### src/hw/rtl/ps2mpt_pkg.sv
package ps2mpt_pkg;

   localparam int RX_BYTE_BITS   = 8;
   localparam int BOUND_BITS     = 13;
   localparam int CSR_INDEX_BITS = 4;
   localparam int MOVE_X_BITS    = 9;
   localparam int MOVE_Y_BITS    = 10;
   localparam int BTN_BITS       = 3;

   localparam logic [CSR_INDEX_BITS-1:0] REG_WIDTH_BOUND  = CSR_INDEX_BITS'(0);
   localparam logic [CSR_INDEX_BITS-1:0] REG_HEIGHT_BOUND = CSR_INDEX_BITS'(1);

   localparam logic [BOUND_BITS-1:0] WIDTH_BOUND_RESET  = BOUND_BITS'(320);
   localparam logic [BOUND_BITS-1:0] HEIGHT_BOUND_RESET = BOUND_BITS'(200);

   localparam int CUR_X_RESET = 160;
   localparam int CUR_Y_RESET = 100;

   localparam int HEAD_ALWAYS_ONE_BIT = 3;
   localparam int HEAD_X_SIGN_BIT     = 4;
   localparam int HEAD_Y_SIGN_BIT     = 5;

   typedef struct packed {
      logic                    valid;
      logic [RX_BYTE_BITS-1:0] rx_byte;
      logic                    aux_flag;
   } byte_beat_type;

   typedef struct packed {
      logic [BOUND_BITS-1:0] width_bound;
      logic [BOUND_BITS-1:0] height_bound;
   } bounds_type;

endpackage

### src/hw/rtl/ps2mpt_csr.sv
module ps2mpt_csr (
   input  logic                                  clock,
   input  logic                                  reset,
   input  logic                                  csr_valid,
   output logic                                  csr_ready,
   input  logic [ps2mpt_pkg::CSR_INDEX_BITS-1:0] csr_index,
   input  logic [ps2mpt_pkg::BOUND_BITS-1:0]     csr_data,
   output ps2mpt_pkg::bounds_type                bounds
);
   import ps2mpt_pkg::*;

   logic [BOUND_BITS-1:0] width_ff;
   logic [BOUND_BITS-1:0] height_ff;

   assign csr_ready = 1'b1;

   always_ff @(posedge clock) begin
      if (reset) begin
         width_ff  <= WIDTH_BOUND_RESET;
         height_ff <= HEIGHT_BOUND_RESET;
      end else if (csr_valid) begin
         case (csr_index)
            REG_WIDTH_BOUND:  width_ff  <= csr_data;
            REG_HEIGHT_BOUND: height_ff <= csr_data;
            default: ;
         endcase
      end
   end

   assign bounds.width_bound  = width_ff;
   assign bounds.height_bound = height_ff;

endmodule

### src/hw/rtl/ps2mpt_input_stage.sv
module ps2mpt_input_stage (
   input  logic                                clock,
   input  logic                                reset,
   input  logic                                req_tvalid,
   output logic                                req_tready,
   input  logic [ps2mpt_pkg::RX_BYTE_BITS-1:0] req_tdata,
   input  logic                                req_tuser,
   input  logic                                take,
   output ps2mpt_pkg::byte_beat_type           beat
);
   import ps2mpt_pkg::*;

   logic                    valid_ff;
   logic [RX_BYTE_BITS-1:0] byte_ff;
   logic                    aux_ff;

   assign req_tready = !valid_ff || take;

   always_ff @(posedge clock) begin
      if (reset) begin
         valid_ff <= 1'b0;
      end else if (req_tready) begin
         valid_ff <= req_tvalid;
      end
   end

   always_ff @(posedge clock) begin
      if (req_tready) begin
         byte_ff <= req_tdata;
         aux_ff  <= req_tuser;
      end
   end

   assign beat.valid    = valid_ff;
   assign beat.rx_byte  = byte_ff;
   assign beat.aux_flag = aux_ff;

endmodule

### src/hw/rtl/ps2mpt_packet_core.sv
module ps2mpt_packet_core #(
   parameter int COORD_BITS = 12
) (
   input  logic                                   clock,
   input  logic                                   reset,
   input  ps2mpt_pkg::byte_beat_type              beat,
   input  ps2mpt_pkg::bounds_type                 bounds,
   output logic                                   take,
   output logic                                   rsp_valid,
   input  logic                                   rsp_ready,
   output logic [COORD_BITS-1:0]                  pos_x,
   output logic [COORD_BITS-1:0]                  pos_y,
   output logic [ps2mpt_pkg::MOVE_X_BITS-1:0]     move_x,
   output logic [ps2mpt_pkg::MOVE_Y_BITS-1:0]     move_y,
   output logic [ps2mpt_pkg::BTN_BITS-1:0]        buttons
);
   import ps2mpt_pkg::*;

   localparam int SUM_BITS = COORD_BITS + 2;
   localparam int CMP_BITS = (COORD_BITS + 1 > BOUND_BITS) ? COORD_BITS + 1 : BOUND_BITS;
   localparam logic [CMP_BITS-1:0]   COORD_LIMIT = CMP_BITS'(1) << COORD_BITS;
   localparam logic [COORD_BITS-1:0] X_RESET     = COORD_BITS'(CUR_X_RESET);
   localparam logic [COORD_BITS-1:0] Y_RESET     = COORD_BITS'(CUR_Y_RESET);

   typedef enum logic [1:0] {
      PH_HEAD,
      PH_DX,
      PH_DY
   } phase_type;

   function automatic logic [COORD_BITS-1:0] coord_top(input logic [BOUND_BITS-1:0] bound);
      logic [CMP_BITS-1:0] bext;
      bext = CMP_BITS'(bound);
      if (bound == '0) begin
         coord_top = '0;
      end else if (bext > COORD_LIMIT) begin
         coord_top = '1;
      end else begin
         coord_top = COORD_BITS'(bext - CMP_BITS'(1));
      end
   endfunction

   function automatic logic [COORD_BITS-1:0] clamp(input logic [SUM_BITS-1:0] sum,
                                                   input logic [COORD_BITS-1:0] top);
      if (sum[SUM_BITS-1]) begin
         clamp = '0;
      end else if (sum[SUM_BITS-2:0] > {1'b0, top}) begin
         clamp = top;
      end else begin
         clamp = sum[COORD_BITS-1:0];
      end
   endfunction

   phase_type               phase_ff;
   logic [RX_BYTE_BITS-1:0] head_ff;
   logic [RX_BYTE_BITS-1:0] dx_ff;
   logic [COORD_BITS-1:0]   cur_x_ff;
   logic [COORD_BITS-1:0]   cur_y_ff;
   logic                    rsp_valid_ff;
   logic [COORD_BITS-1:0]   pos_x_ff;
   logic [COORD_BITS-1:0]   pos_y_ff;
   logic [MOVE_X_BITS-1:0]  move_x_ff;
   logic [MOVE_Y_BITS-1:0]  move_y_ff;
   logic [BTN_BITS-1:0]     buttons_ff;

   logic                    last_byte;
   logic                    emit;
   logic                    rsp_valid_in;
   logic [MOVE_X_BITS-1:0]  dx;
   logic [MOVE_X_BITS-1:0]  dy;
   logic [SUM_BITS-1:0]     sum_x;
   logic [SUM_BITS-1:0]     sum_y;
   logic [COORD_BITS-1:0]   cur_x_in;
   logic [COORD_BITS-1:0]   cur_y_in;
   logic [MOVE_Y_BITS-1:0]  move_y_in;

   always_comb begin
      last_byte    = (phase_ff != PH_HEAD) && (phase_ff != PH_DX);
      emit         = beat.aux_flag && last_byte && head_ff[HEAD_ALWAYS_ONE_BIT];
      take         = beat.valid && (!(rsp_valid_ff && !rsp_ready) || !emit);
      rsp_valid_in = (rsp_valid_ff && !rsp_ready) || (take && emit);
      dx           = {head_ff[HEAD_X_SIGN_BIT], dx_ff};
      dy           = {head_ff[HEAD_Y_SIGN_BIT], beat.rx_byte};
      sum_x        = {2'b00, cur_x_ff} + {{(SUM_BITS - MOVE_X_BITS){dx[MOVE_X_BITS-1]}}, dx};
      sum_y        = {2'b00, cur_y_ff} - {{(SUM_BITS - MOVE_X_BITS){dy[MOVE_X_BITS-1]}}, dy};
      cur_x_in     = clamp(sum_x, coord_top(bounds.width_bound));
      cur_y_in     = clamp(sum_y, coord_top(bounds.height_bound));
      move_y_in    = MOVE_Y_BITS'(0) - {dy[MOVE_X_BITS-1], dy};
   end

   always_ff @(posedge clock) begin
      if (reset) begin
         phase_ff     <= PH_HEAD;
         head_ff      <= '0;
         dx_ff        <= '0;
         cur_x_ff     <= X_RESET;
         cur_y_ff     <= Y_RESET;
         rsp_valid_ff <= 1'b0;
      end else begin
         rsp_valid_ff <= rsp_valid_in;
         if (take && beat.aux_flag) begin
            case (phase_ff)
               PH_HEAD: begin
                  head_ff  <= beat.rx_byte;
                  phase_ff <= PH_DX;
               end
               PH_DX: begin
                  dx_ff    <= beat.rx_byte;
                  phase_ff <= PH_DY;
               end
               default: begin
                  phase_ff <= PH_HEAD;
                  if (emit) begin
                     cur_x_ff     <= cur_x_in;
                     cur_y_ff     <= cur_y_in;
                     pos_x_ff     <= cur_x_in;
                     pos_y_ff     <= cur_y_in;
                     move_x_ff    <= dx;
                     move_y_ff    <= move_y_in;
                     buttons_ff   <= head_ff[BTN_BITS-1:0];
                  end
               end
            endcase
         end
      end
   end

   assign rsp_valid = rsp_valid_ff;
   assign pos_x     = pos_x_ff;
   assign pos_y     = pos_y_ff;
   assign move_x    = move_x_ff;
   assign move_y    = move_y_ff;
   assign buttons   = buttons_ff;

endmodule

### src/hw/rtl/ps2_mouse_packet_tracker.sv
// Tracks a cursor from PS/2 controller bytes, one byte per cycle with no bubbles while no byte
// is held. A byte is registered on entry and decoded from there; a result is registered as the
// third byte of its packet leaves. Bytes with tuser low are dropped; a packet whose head byte
// lacks bit 3 gives no result. The entry register keeps taking bytes while a result waits; only
// a byte that completes a packet with a result holds there until the result register is free.
module ps2_mouse_packet_tracker #(
   parameter int COORD_BITS = 12
) (
   input  logic                                  clock,
   input  logic                                  reset,
   input  logic                                  req_tvalid,
   output logic                                  req_tready,
   input  logic [7:0]                            req_tdata,  // rx_byte
   input  logic                                  req_tuser,  // aux_flag
   output logic                                  rsp_tvalid,
   input  logic                                  rsp_tready,
   // pos_x, pos_y, move_x, move_y, btn_left, btn_right, btn_middle, zero pad
   output logic [((2*COORD_BITS+22+7)/8)*8-1:0]  rsp_tdata,
   input  logic                                  csr_valid,
   output logic                                  csr_ready,
   input  logic [ps2mpt_pkg::CSR_INDEX_BITS-1:0] csr_index,
   input  logic [ps2mpt_pkg::BOUND_BITS-1:0]     csr_data
);
   import ps2mpt_pkg::*;

   localparam int DATA_BITS = 2 * COORD_BITS + MOVE_X_BITS + MOVE_Y_BITS + BTN_BITS;
   localparam int TDATA_BITS = ((DATA_BITS + 7) / 8) * 8;

   byte_beat_type          beat;
   bounds_type             bounds;
   logic                   take;
   logic [COORD_BITS-1:0]  pos_x;
   logic [COORD_BITS-1:0]  pos_y;
   logic [MOVE_X_BITS-1:0] move_x;
   logic [MOVE_Y_BITS-1:0] move_y;
   logic [BTN_BITS-1:0]    buttons;

   ps2mpt_csr u_csr (
      .clock     (clock),
      .reset     (reset),
      .csr_valid (csr_valid),
      .csr_ready (csr_ready),
      .csr_index (csr_index),
      .csr_data  (csr_data),
      .bounds    (bounds)
   );

   ps2mpt_input_stage u_input (
      .clock      (clock),
      .reset      (reset),
      .req_tvalid (req_tvalid),
      .req_tready (req_tready),
      .req_tdata  (req_tdata),
      .req_tuser  (req_tuser),
      .take       (take),
      .beat       (beat)
   );

   ps2mpt_packet_core #(
      .COORD_BITS (COORD_BITS)
   ) u_core (
      .clock     (clock),
      .reset     (reset),
      .beat      (beat),
      .bounds    (bounds),
      .take      (take),
      .rsp_valid (rsp_tvalid),
      .rsp_ready (rsp_tready),
      .pos_x     (pos_x),
      .pos_y     (pos_y),
      .move_x    (move_x),
      .move_y    (move_y),
      .buttons   (buttons)
   );

   assign rsp_tdata = TDATA_BITS'({buttons, move_y, move_x, pos_y, pos_x});

endmodule

### config.mk
export PLATFORM = sky130hd
export DESIGN_NAME = ps2_mouse_packet_tracker
export DESIGN_NICKNAME = d
export VERILOG_FILES = /design/src/hw/rtl/ps2mpt_pkg.sv /design/src/hw/rtl/ps2mpt_csr.sv /design/src/hw/rtl/ps2mpt_input_stage.sv /design/src/hw/rtl/ps2mpt_packet_core.sv /design/src/hw/rtl/ps2_mouse_packet_tracker.sv
export SDC_FILE = /design/constraint.sdc
export NUM_CORES = 1
export LEC_CHECK = 0
export BUFFER_PORTS_ARGS = -buffer_cell sky130_fd_sc_hd__buf_2
export CAP_MARGIN = 20
export CELL_PAD_IN_SITES_DETAIL_PLACEMENT = 0
export CELL_PAD_IN_SITES_GLOBAL_PLACEMENT = 1
export CORE_MARGIN = 3
export CORE_UTILIZATION = 30
export CTS_CLUSTER_DIAMETER = 50
export DETAILED_ROUTE_END_ITERATION = 10
export PLACE_DENSITY_LB_ADDON = 0.15
export SLEW_MARGIN = 20
export SYNTH_ARGS = -nofsm -noshare
export SYNTH_HDL_FRONTEND = slang
export SYNTH_HIERARCHICAL = 1
export SYNTH_SLANG_ARGS = --single-unit
### constraint.sdc
create_clock -name clock -period 4.3 [get_ports clock]
set_input_delay 1.29 -clock clock [delete_from_list [all_inputs] [get_ports clock]]
set_output_delay 1.29 -clock clock [all_outputs]
set_load 0.02 [all_outputs]
# After elaboration in Yosys (flattened, before gate mapping)
# Cells that the tools add are included.
[totals] inputBits=31 word_cells=65 ff_bits=123 output_inout_bits=51
[classes] reduce_logical=26 n_addsub=5 muxes=9 eq_ne=3 order_cmp=4 n_bitwise=2
[op_table] operator="12-bit two-way mux" n=8
[op_table] operator="13-bit by 12-bit greater-than comparator with 1-bit output" n=2
[op_table] operator="13-bit greater-than comparator (second input constant)" n=2
[op_table] operator="13-bit zero test" n=2
[op_table] operator="12-bit by 1-bit subtractor with 12-bit output (second input constant)" n=2
[op_table] operator="13-bit by 9-bit adder with 14-bit output" n=1
[op_table] operator="13-bit by 9-bit subtractor with 14-bit output" n=1
[op_table] operator="1-bit by 9-bit subtractor with 10-bit output (first input constant)" n=1
[op_table] operator="2-bit AND reduction" n=4
[op_table] operator="1-bit logical AND" n=7
[op_table] operator="4-bit by 1-bit == test with 1-bit output (second input constant)" n=1
[op_table] operator="1-bit zero test" n=4
[op_table] operator="4-bit zero test" n=1
[op_table] operator="2-bit one-hot mux with 2 select lines" n=1
[op_table] operator="4-bit AND reduction" n=1
[op_table] operator="1-bit logical OR" n=3
[op_table] operator="3-bit AND reduction" n=1
[op_table] operator="2-bit by 1-bit == test with 1-bit output (second input constant)" n=1
[op_table] operator="2-bit zero test" n=1
[op_table] operator="2-bit by 1-bit inequality test with 1-bit output (second input constant)" n=1
[op_table] operator="1-bit inverter" n=2
[op_table] operator="2-bit nonzero test" n=1
[op_table] operator="2-bit OR reduction" n=1

# Depth between registers and ports, before layout
# Gate-level depths: netlist of the first run.
[depth] ltp_word=9 mapped_depth=20 depth_no_buf=19

# Cells and area by module
# Netlist of the first run, hierarchy kept.
[by_module_without_submodules] module="ps2mpt_packet_core" cells_each=641 seq_area_each_um2=2202.1 area_per_inst_um2=5813.1 n_inst=1
[by_module_without_submodules] module="ps2mpt_csr" cells_each=105 seq_area_each_um2=520.5 area_per_inst_um2=1123.6 n_inst=1
[by_module_without_submodules] module="ps2mpt_input_stage" cells_each=15 seq_area_each_um2=290.3 area_per_inst_um2=331.6 n_inst=1
[by_module_without_submodules] module="ps2_mouse_packet_tracker" cells_each=3 seq_area_each_um2=0.0 area_per_inst_um2=18.8 n_inst=1

# Least setup slack after synthesis of the first run
# OpenSTA, ideal clock, no wires.
[synth_path] path_type="input-to-reg" start="input rsp_tready" end="register u_core.cur_y_ff[0]" required_ns=4.214 path_stages=7 arrival_ns=4.470 slack_ns=-0.256 path_cell_list="nand2b_1 nor2_1 a21boi_1 nand4_1 nor2_1 nand2b_1 o21ai_0"
[synth_via] elab_chain_len=7
[synth_rtl] item="from (decl)" line_no="ps2_mouse_packet_tracker.sv:16" text="input logic rsp_tready,"
[synth_rtl] item="1-bit zero test" line_no="ps2mpt_packet_core.sv:80" text="take = beat.valid && (!(rsp_valid_ff && !rsp_ready) || !emit);"
[synth_rtl] item="1-bit logical AND" line_no="ps2mpt_packet_core.sv:80"
[synth_rtl] item="1-bit zero test" line_no="ps2mpt_packet_core.sv:80"
[synth_rtl] item="1-bit logical OR" line_no="ps2mpt_packet_core.sv:80"
[synth_rtl] item="1-bit logical AND" line_no="ps2mpt_packet_core.sv:80"
[synth_rtl] item="via take" line_no="ps2_mouse_packet_tracker.sv:31" text="logic take;"
[synth_rtl] item="1-bit logical AND" line_no="ps2mpt_packet_core.sv:101" text="if (take && beat.aux_flag) begin"
[synth_rtl] item="3-bit AND reduction (no line)"
[synth_rtl] item="to (signal assigned)" line_no="ps2mpt_packet_core.sv:115" text="cur_y_ff <= cur_y_in;"
[synth_rtl] item="to (decl)" line_no="ps2mpt_packet_core.sv:58" text="logic [COORD_BITS-1:0] cur_y_ff;"
# The timed path passes the listed nets, and every way through them passes these cells.
# A chain may end at the register's enable or synchronous reset.

# Worst setup path in the final report of the first run
[layout_path] start="register u_core.dx_ff[0]" end="register u_core.cur_x_ff[5]"
[layout_via] elab_chain_len=4
[layout_rtl] item="from (decl)" line_no="ps2mpt_packet_core.sv:56" text="logic [RX_BYTE_BITS-1:0] dx_ff;"
[layout_rtl] item="from (signal assigned)" line_no="ps2mpt_packet_core.sv:108" text="dx_ff <= beat.rx_byte;"
[layout_rtl] item="13-bit by 9-bit adder with 14-bit output (*)" line_no="ps2mpt_packet_core.sv:84" text="sum_x = {2'b00, cur_x_ff} + {{(SUM_BITS - MOVE_X_BITS){dx[MOVE_X_BITS-1]}}, dx};"
[layout_rtl] item="13-bit by 12-bit greater-than comparator with 1-bit output" line_no="ps2mpt_packet_core.sv:47" text="end else if (sum[SUM_BITS-2:0] > {1'b0, top}) begin"
[layout_rtl] item="12-bit two-way mux" line_no="ps2mpt_packet_core.sv:47"
[layout_rtl] item="12-bit two-way mux (*)" line_no="ps2mpt_packet_core.sv:45" text="if (sum[SUM_BITS-1]) begin"
[layout_rtl] item="via u_core.cur_x_in[5]" line_no="ps2mpt_packet_core.sv:73" text="logic [COORD_BITS-1:0] cur_x_in;"
[layout_rtl] item="to (signal assigned)" line_no="ps2mpt_packet_core.sv:114" text="cur_x_ff <= cur_x_in;"
[layout_rtl] item="to (decl)" line_no="ps2mpt_packet_core.sv:57" text="logic [COORD_BITS-1:0] cur_x_ff;"
# The timed path passes the listed nets; every way through them passes the cells marked *.

==> impl_results.md, run 1 <==
- CTS buffer count: 17
- Internal power: 2380 uW
- Synth Flop Type: dfxtp_1
- Ys async rst share: 0%
- Sequential-to-total area share from yosys stat: 41.3%
- M1 GR Usage: 22.3%
- #FFs+latches synth: 123
- Peak VDD IR: 0.000209 V
- Final wirelength: 20300 um
- Post-route ant nets: 0
- Switching Power: 785 uW
- Cells along the critical path: ha_1 -> inv_1 -> fa_2 -> nor2b_2 -> o31a_1 -> o21a_1 -> nor2_1 -> xnor2_2 -> ha_1 -> a211oi_2 -> o21ai_0 -> and3b_1 -> or4_4 -> a21bo_2 -> nor4bb_1 -> a211o_1 -> o31a_1
- First-pass GRT wire length: 31400 um
- Number of port buffers: 78
- Sw Share: 24.8%
- Period utilisation layout: 95.9%
- Final count of negative-setup-slack endpoints: 0
- Max Clock Skew: 7.21 ps
- Cell row count: 56
- Clk_lat worst skew: 420 ps
- I/O Pins: 82
- WS Path Type: register to register
- Relative slew slack: 42.2%
- TritonCTS clock tree: done
- Synth Warn #: 6
- ANT cells: 0
- Endpoints failing hold: 0
- Max-Cap Viols: 0
- CP Max Fanout: 4
- Clock power frac: 47.5%
- Final HPWL DP: 15600 um
- Syn Inst Count: 764
- Power Density: 352 nW/um2
- GR met2 Demand/Resource: 23.3%
- Root Buffer: clkbuf_16
- Vias in the first global route: 5741
- Max Fclk: 242 MHz
- Status: finished, final reports clean
- Starting Density: 30.8%
- Critical path's slowest cell: or4_4
- Sequential Power Share: 39.7%
- H-Tree Depth: 4
- Synth cell types: 74
- Clock-pin slew on the worst setup and hold paths: 60 ps
- Area share of the largest cell type after synthesis: 22.7%
- Nets: 972
- Die Ht: 162 um
- CP Launch Type: register
- Maximum root-to-sink buffer count: 2
- DRC viols: 0
- Synthesis-to-finish area growth: 23.5%
- Die Wd: 162 um
- Most frequent cell after synthesis: nor2_1
- Worst endpoint data arrival time: 4430 ps
- Crit path time final: 4120 ps
- Worst hold path type: register to register
- Clock Sink Count: 123
- Core Area: 23700 um2
- Pleak: 0.00371 uW
- Setup TNS Final: 0 ps
- Die area: 26200 um2
- Vias post-DR: 5909
- GRT overflow: 0
- Element type at the critical path end: register
- Synthesized cell area: 7290 um2
- Largest stage delay on the critical path: 470 ps
- Top cells by area, synth: edfxtp_1, dfxtp_1, ha_1
- Slew Limit Fails: 0
- Fin area: 9000 um2
- CP Buf/Inv Count: 1
- M3 GR Usage: 3.49%
- Largest net degree at the start of global routing: 36
- Vias per cell: 4.86
- Initial antenna violation count: 0
- Final RePlAce weighted congestion: 0.831
- Drt pass-1 iters: 5
- Logic pwr share: 12.8%
- Post-synth EDFFs: 55
- Avg Cell Area, Syn: 9.54 um2
- Layout cells sized above 1: 22.3%
- Most frequent cells after synthesis: nor2_1, dfxtp_1, nand2_1
- Placed Area: 8310 um2
- Worst-margin pin slew: 863 ps
- DR WL/cell: 16.7 um
- GRT busiest layer: met2
- Drt initial violations: 333
- Dominant cell type by area after synthesis: edfxtp_1
- CP top delay family: compound AO/OA/AOI/OAI gates
- Required time worst endpoint: 4610 ps
- Tot GR Track Use: 15.5%
layer usage:
metal	routed length, um	vias to the layer above
met5	0	-
met4	221	0
met1	10300	2783
li1	-	2975
met2	8820	138
met3	917	13
cell families (layout without fill, tap and decap cells):
kind of cell / Yosys count / in the layout / synth area share (%)
buf+inv: 70 / 202 / 4.21
mux: 45 / 45 / 6.28
other cells: 2 / 3 / 0.103
xor+xnor: 40 / 40 / 4.81
flops: 123 / 123 / 41.3
fa+ha+maj: 58 / 58 / 10.1
simple gates: 262 / 262 / 18.6
compound gates: 164 / 164 / 14.6
state kept, by name, summed over array words and instances, names as in the netlist:
signal,count
u_core/cur_y_ff,12
u_csr/height_ff,13
u_core/head_ff,6
u_core/move_x,9
u_core/dx_ff,8
u_core/phase_ff,2
u_input/byte_ff,8
u_core/cur_x_ff,12
u_core/buttons,3
u_core/pos_x,12
u_csr/width_ff,13
u_core/move_y,10
u_core/pos_y,12
u_core/rsp_valid,1
u_input/valid_ff,1
u_input/aux_ff,1
worst paths after layout:
path,from,end,slack [ps],cells past startpoint
setup / recovery,u_core/dx_ff[0],u_core/cur_x_ff[5],180,17
hold reg to reg,u_core/head_ff[0],u_core/buttons[0],440,0
setup reg to reg,u_core/dx_ff[0],u_core/cur_x_ff[5],180,17
hold / removal,u_core/head_ff[0],u_core/buttons[0],440,0
cell usage in the layout (no fill, tap or decap), types with 7 or more instances in the layout:
master      n
buf_2      78
nor2_1     70
nand2_1    67
dfxtp_1    67
ha_1       55
edfxtp_1   55
buf_4      47
o21ai_0    44
inv_1      44
nand2b_1   41
mux2i_1    39
a21oi_1    36
xnor2_1    24
clkbuf_16  17
nor3_1     14
xor2_1     13
o21a_1     12
nand3_1    10
a21o_1      8
nor4_1      7
per-stage QoR:
stage | worst slack (ps) | total power, uW | cells | hold WS [ps] | util (%)
after global routing | -21.4 | 3290 | 1216 | 443 | 38.0
final | 176 | 3170 | 1216 | 437 | 38.0
after global placement | -203 | 1670 | 1183 | 422 | 35.1
after detailed placement | -300 | 1670 | 1183 | 422 | 35.1
after CTS | 2.90 | 3200 | 1215 | 436 | 37.7
after floorplan | 353 | 1540 | 765 | 408 | -
power by group through the flow:
stage / clock network, uW / logic [uW] / registers, uW
floorplan: 0 / 256 / 1280
global placement: 0 / 392 / 1280
detailed placement: 0 / 394 / 1280
CTS: 1540 / 399 / 1260
global route: 1580 / 450 / 1260
finish: 1500 / 405 / 1260
repair_timing:
action	in CTS	in global routing
setup endpoints to repair	24	48
hold endpoints to repair	0	0
cloned	0	0
resized for setup	1	18
pin swaps	0	3
hold buffers	0	0
setup buffers	0	1
final cells by class:
type | count | area (um2)
Multi-Input combinational cell | 572 | 4050
Sequential cell | 123 | 3010
Clock buffer | 19 | 433
Tap cell | 319 | 399
Clock inverter | 13 | 175
Timing Repair Buffer | 126 | 763
Inverter | 44 | 165
Fill cell | 2434 | 14700
(Power assumes the default switching activity.)
==> run 2: changes to the inputs <==
Clock period 4.3 ns to 5.1 ns, I/O delays scaled along.
==> run 2 against run 1 <==
Net effect:
- sequential share of layout area is 1.6 points higher
- final area decreased by 4.6%
- register-to-register slack gained 390 ps
- first-iteration DRC count is 8.1% lower
- clock power shrank 21%
- die area is the same
- final cell count decreased by 3.2%
- clock skew fell by 0.60 ps
- largest power group unchanged
==> impl_results.md, run 2 (same netlist as run 1, synthesis figures left out) <==
- Clock-pin slew on the worst setup and hold paths: 60 ps (about the same)
- Drt pass-1 iters: 5 (unchanged)
- RSZ-0062 raised after global routing: false
- Top Registers: u_csr/height_ff x13, u_csr/width_ff x13
- Relative slew slack: 36.3% (-6.0 points)
- Vias in the first global route: 5634 (-1.9%)
- Largest stage delay on the critical path: 500 ps (+30 ps)
- Most frequent cells in the layout: buf_2, nor2_1, dfxtp_1, nand2_1
- Crit path time final: 4530 ps (+406 ps)
- First-pass GRT wire length: 30800 um (-2.0%)
- Peak VDD IR: 0.000122 V (-42%)
- Final count of negative-setup-slack endpoints: 0 (unchanged)
- ANT cells: 0 (unchanged)
- Drt initial violations: 306 (-8.1%)
- Largest net degree at the start of global routing: 41 (+14%)
- Final HPWL DP: 15000 um (-3.9%)
- I/O Pins: 82 (unchanged)
- Vias post-DR: 5746 (-2.8%)
- Root Buffer: clkbuf_16
- Max Clock Skew: 6.61 ps (-0.602 ps)
- Cell count of the worst reg-to-reg path: 19 (+2)
- Die area: 26200 um2 (unchanged)
- Levels on crit path: 19 (+2)
- Setup TNS Final: 0 ps (unchanged)
- Die Wd: 162 um (unchanged)
- Max-Cap Viols: 0 (unchanged)
- TritonCTS clock tree: done
- Nets: 933 (-4.0%)
- DRC viols: 0 (unchanged)
- CTS buffer count: 17 (unchanged)
- Max Fclk: 221 MHz (-9.0%)
- Clk_lat worst skew: 410 ps (about the same)
- Cells along the critical path: ha_1 -> fa_1 -> nor2b_1 -> o31a_1 -> o21ai_0 -> o21bai_1 -> a21oi_1 -> xor2_1 -> inv_1 -> ha_1 -> nand4_1 -> nor2_1 -> nand2_1 -> o32ai_1 -> a31oi_1 -> nor2_1 -> buf_4 -> mux2_2 -> o21ai_0
- Status: finished, final reports clean
- Worst-margin pin slew: 954 ps (+90.9 ps)
- CP Launch Type: register
- Layout cells sized above 1: 17.5% (-4.8 points)
- Tot GR Track Use: 15.0% (-0.46 points)
- Initial antenna violation count: 0 (unchanged)
- WS Path Type: register to register
- CP Buf/Inv Count: 2 (+1)
- Die Ht: 162 um (unchanged)
- Synthesis-to-finish area growth: 17.8%
- Setup bufs post-CTS: 0 (unchanged)
- Core Area: 23700 um2 (unchanged)
- Clock Sink Count: 123 (unchanged)
- Starting Density: 30.8% (unchanged)
- Cell row count: 56 (unchanged)
- CTS Hold Buffers Added: 0 (unchanged)
- Leading cell type in the layout, fill and taps excluded: buf_2
- CP top delay family: compound AO/OA/AOI/OAI gates
- Maximum root-to-sink buffer count: 2 (unchanged)
- Register area: 3010 um2 (about the same)
- Slew Limit Fails: 0 (unchanged)
- Fill count: 2471 (+1.5%)
- Endpoints failing hold: 0 (unchanged)
- Multi-input gate area: 3980 um2 (-1.7%)
- Post-CTS Resized: 0 (-1)
- Required time worst endpoint: 5440 ps (+830 ps)
- DR WL/cell: 16.7 um (about the same)
- Total Power: 2540 uW (-20%)
- Final wirelength: 19600 um (-3.1%)
- GRT overflow: 0 (unchanged)
- Power Density: 296 nW/um2 (-16%)
- Hold Path Cell Cnt: 0 (unchanged)
- Final RePlAce weighted congestion: 0.814 (-2.0%)
- Number of port buffers: 78 (unchanged)
- H-Tree Depth: 4 (unchanged)
- Period utilisation layout: 88.8% (-7.1 points)
- Vias per cell: 4.88 (+0.46%)
- Post-route ant nets: 0 (unchanged)
- Element type at the critical path end: register
- Worst endpoint data arrival time: 4870 ps (+440 ps)
- Critical path's slowest cell: edfxtp_1
- CP Max Fanout: 7 (+3)
- Worst hold path type: register to register
- Pleak: 0.00348 uW (-6.0%)
==> run 2: power breakdown <==
group          total [uW]  internal, uW  switching [uW]
Combinational         296           121             175
Sequential           1070          1050            18.1
Clock                1180           725             454
==> run 2: routing by layer <==
metal | up-vias | routed length [um] | track usage [%]
li1 | 2900 | - | -
met1 | 2714 | 9860 | 21.5
met2 | 121 | 8730 | 23.5
met3 | 11 | 861 | 2.73
met4 | 0 | 194 | 3.84
met5 | - | 0 | 0
==> run 2: worst paths after layout <==
check | startpoint | endpoint | slack, ps
setup / recovery | u_input/byte_ff[0] | u_core/cur_y_ff[11] | 570
hold / removal | u_core/head_ff[0] | u_core/buttons[0] | 430
setup reg to reg | u_input/byte_ff[0] | u_core/cur_y_ff[11] | 570
hold reg to reg | u_core/head_ff[0] | u_core/buttons[0] | 430
==> run 2: metrics by stage <==
stage | std cells | hold slack [ps] | area, um2 | setup WS, ps | util, %
finish | 1177 | 432 | 8580 | 570 | 36.2
global route | 1177 | 446 | 8580 | 151 | 36.2
detailed placement | 1145 | 415 | 8010 | 615 | 33.8
global placement | 1145 | 428 | 8010 | 755 | 33.8
floorplan | 765 | 408 | 7290 | 304 | -
CTS | 1177 | 432 | 8580 | 587 | 36.2
==> run 2: layout make-up <==
type                    count  share of cell area (%)
flip-flops and latches    123                    35.1
well taps                 319                    4.65
multi-input cells         572                    46.3
repair buffers             87                    5.33
clock inverters            13                    1.49
inverters                  44                    1.92
clock buffers              19                    5.16
==> run 3: changes to the inputs <==
Settings changed: CELL_PAD_IN_SITES_DETAIL_PLACEMENT 0 to default, CELL_PAD_IN_SITES_GLOBAL_PLACEMENT 1 to default.
==> run 3 against run 2 <==
Net effect:
- clock skew increased by 1.6 ps
- critical path depth unchanged
- global-route usage decreased by 0.40 points
- first-iteration DRC count decreased by 12%
- non-clock buffer count increased by 2
- final cell count increased by 0.17%
- via count decreased by 2.8%
- utilization increased by 0.43 points
- sequential cell count unchanged
- total power increased by 7.5%
- die area unchanged
- routed wire length decreased by 4.8%
- highest routed layer unchanged
==> impl_results.md, run 3 (same netlist as run 1, synthesis figures left out) <==
- Status: finished, final reports clean
- Layout cells sized above 1: 17.7% (+0.19 points)
- WS Path Type: register to register
- Period utilisation layout: 88.6% (-0.25 points)
- Critical path's slowest cell: edfxtp_1
- Pleak: 0.00354 uW (+1.7%)
- H-Tree Depth: 4 (unchanged)
- Drt pass-1 iters: 5 (unchanged)
- Final count of negative-setup-slack endpoints: 0 (unchanged)
- Clock Sink Count: 123 (unchanged)
- Placed cell count: 1147 (+0.17%)
- Die Wd: 162 um (unchanged)
- Element type at the critical path end: register
- Vias per cell: 4.74 (-2.9%)
- Die Ht: 162 um (unchanged)
- ANT cells: 0 (unchanged)
- CP Max Fanout: 10 (+3)
- Worst endpoint data arrival time: 4680 ps (-190 ps)
- Final RePlAce weighted congestion: 0.820 (+0.77%)
- Required time worst endpoint: 5260 ps (-180 ps)
- Final Util: 36.7% (+0.43 points)
- Post-CTS Resized: 0 (unchanged)
- Setup bufs post-CTS: 0 (unchanged)
- GRT overflow: 0 (unchanged)
- Max Clock Skew: 8.16 ps (+1.56 ps)
- Total Power: 2730 uW (+7.5%)
- Setup TNS Final: 0 ps (unchanged)
- DR WL/cell: 15.9 um (-4.9%)
- Die area: 26200 um2 (unchanged)
- DRC viols: 0 (unchanged)
- Synthesis-to-finish area growth: 19.2%
- Max Fclk: 221 MHz (+0.28%)
- Crit-path most repeated cell: nor2_1
- Post-route ant nets: 0 (unchanged)
- Worst hold path type: register to register
- TritonCTS clock tree: done
- Final wirelength: 18700 um (-4.8%)
- Maximum root-to-sink buffer count: 2 (unchanged)
- Largest stage delay on the critical path: 540 ps (+40 ps)
- Fill count: 2486 (+0.61%)
- Most frequent cells in the layout: buf_2, nor2_1, dfxtp_1, nand2_1
- Crit path time final: 4520 ps (-12.6 ps)
- Hold Slack: 435 ps (+3.07 ps)
- Levels on crit path: 19 (unchanged)
- Peak VDD IR: 0.000186 V (+52%)
- Cell count of the worst reg-to-reg path: 19 (unchanged)
- Leading cell type in the layout, fill and taps excluded: buf_2
- Post-route insts no fill: 1179 (+0.17%)
- Clk_lat worst skew: 420 ps (about the same)
- CTS Hold Buffers Added: 0 (unchanged)
- I/O Pins: 82 (unchanged)
- Starting Density: 30.8% (unchanged)
- Hold Path Cell Cnt: 0 (unchanged)
- Initial antenna violation count: 0 (unchanged)
- Vias in the first global route: 5544 (-1.6%)
- CP Launch Type: register
- First-pass GRT wire length: 30100 um (-2.1%)
- CTS buffer count: 17 (unchanged)
- Cell row count: 56 (unchanged)
- Endpoints failing hold: 0 (unchanged)
- Relative slew slack: 41.2% (+4.9 points)
- Cells along the critical path: inv_1 -> ha_1 -> nor2b_1 -> o31a_1 -> o21ai_0 -> o21bai_1 -> a21oi_1 -> xor2_1 -> inv_1 -> ha_1 -> nand4_1 -> nor2_1 -> nand2_1 -> o32ai_1 -> a31oi_1 -> nor2_1 -> buf_4 -> mux2i_1 -> nor2_1
- Top Registers: u_csr/height_ff x13, u_csr/width_ff x13
- Core Area: 23700 um2 (unchanged)
- Tot GR Track Use: 14.6% (-0.40 points)
- Worst-margin pin slew: 880 ps (-73.5 ps)
- CP Buf/Inv Count: 3 (+1)
- Root Buffer: clkbuf_16
- Max-Cap Viols: 0 (unchanged)
- Vias post-DR: 5586 (-2.8%)
- Slew Limit Fails: 0 (unchanged)
- Drt initial violations: 270 (-12%)
- Nets: 935 (+0.21%)
- Largest net degree at the start of global routing: 47 (+15%)
- Clock-pin slew on the worst setup and hold paths: 60 ps (about the same)
- Power Density: 314 nW/um2 (+6.2%)
- CP top delay family: compound AO/OA/AOI/OAI gates
- RSZ-0062 raised after global routing: false
- Number of port buffers: 78 (unchanged)
- Final HPWL DP: 14200 um (-5.7%)
## run 3: cell types whose count changed in the layout (fill, tap and decap cells not counted)
cell	before	now
buf_4	9	11
bufinv_16	2	5
clkbuf_8	1	0
clkinv_2	6	0
clkinv_4	0	1
clkinvlp_4	5	0
inv_6	0	8
## run 3: area by class of cell
type,count,area (um2),share of cell area [%]
Clock inverter,14,229,2.64
Multi-Input combinational cell,572,3980,45.8
Timing Repair Buffer,89,473,5.44
Tap cell,319,399,4.59
Clock buffer,18,429,4.94
Inverter,44,165,1.90
Sequential cell,123,3010,34.7
## run 3: layer usage
| metal | routed length (um) | GRT usage [%] |
|---|---|---|
| met1 | 9910 | 21.1 |
| met3 | 635 | 3.52 |
| met2 | 8020 | 22.2 |
| met4 | 140 | 3.37 |
| met5 | 0 | 0 |
## run 3: worst register-to-register path: stages (launching register included)
cell	delay, ps
edfxtp_1	540
inv_1	90
ha_1	350
nor2b_1	160
o31a_1	290
o21ai_0	300
o21bai_1	100
a21oi_1	200
xor2_1	210
inv_1	70
ha_1	290
nand4_1	90
nor2_1	140
nand2_1	80
o32ai_1	260
a31oi_1	120
nor2_1	300
buf_4	270
mux2i_1	330
nor2_1	70
## run 3: power breakdown
group | switching [uW] | leakage, uW | total, uW | internal [uW]
Combinational | 170 | 0.00213 | 292 | 122
Clock | 492 | 0.000322 | 1370 | 881
Sequential | 18.8 | 0.00110 | 1070 | 1050
## run 3: per-stage QoR
step | setup WS [ps] | instance area, um2
final | 583 | 8690
after global routing | 201 | 8690
after CTS | 547 | 8690
after detailed placement | 592 | 8030
after global placement | 582 | 8030
after floorplan | 304 | 7290
## run 3: path summary, 6_finish.rpt
path,endpoint,start,slack [ps]
max,u_core/pos_y[7],u_input/byte_ff[2],580
min,u_core/buttons[1],u_core/head_ff[1],430
max reg2reg,u_core/pos_y[7],u_input/byte_ff[2],580
min reg2reg,u_core/buttons[1],u_core/head_ff[1],430
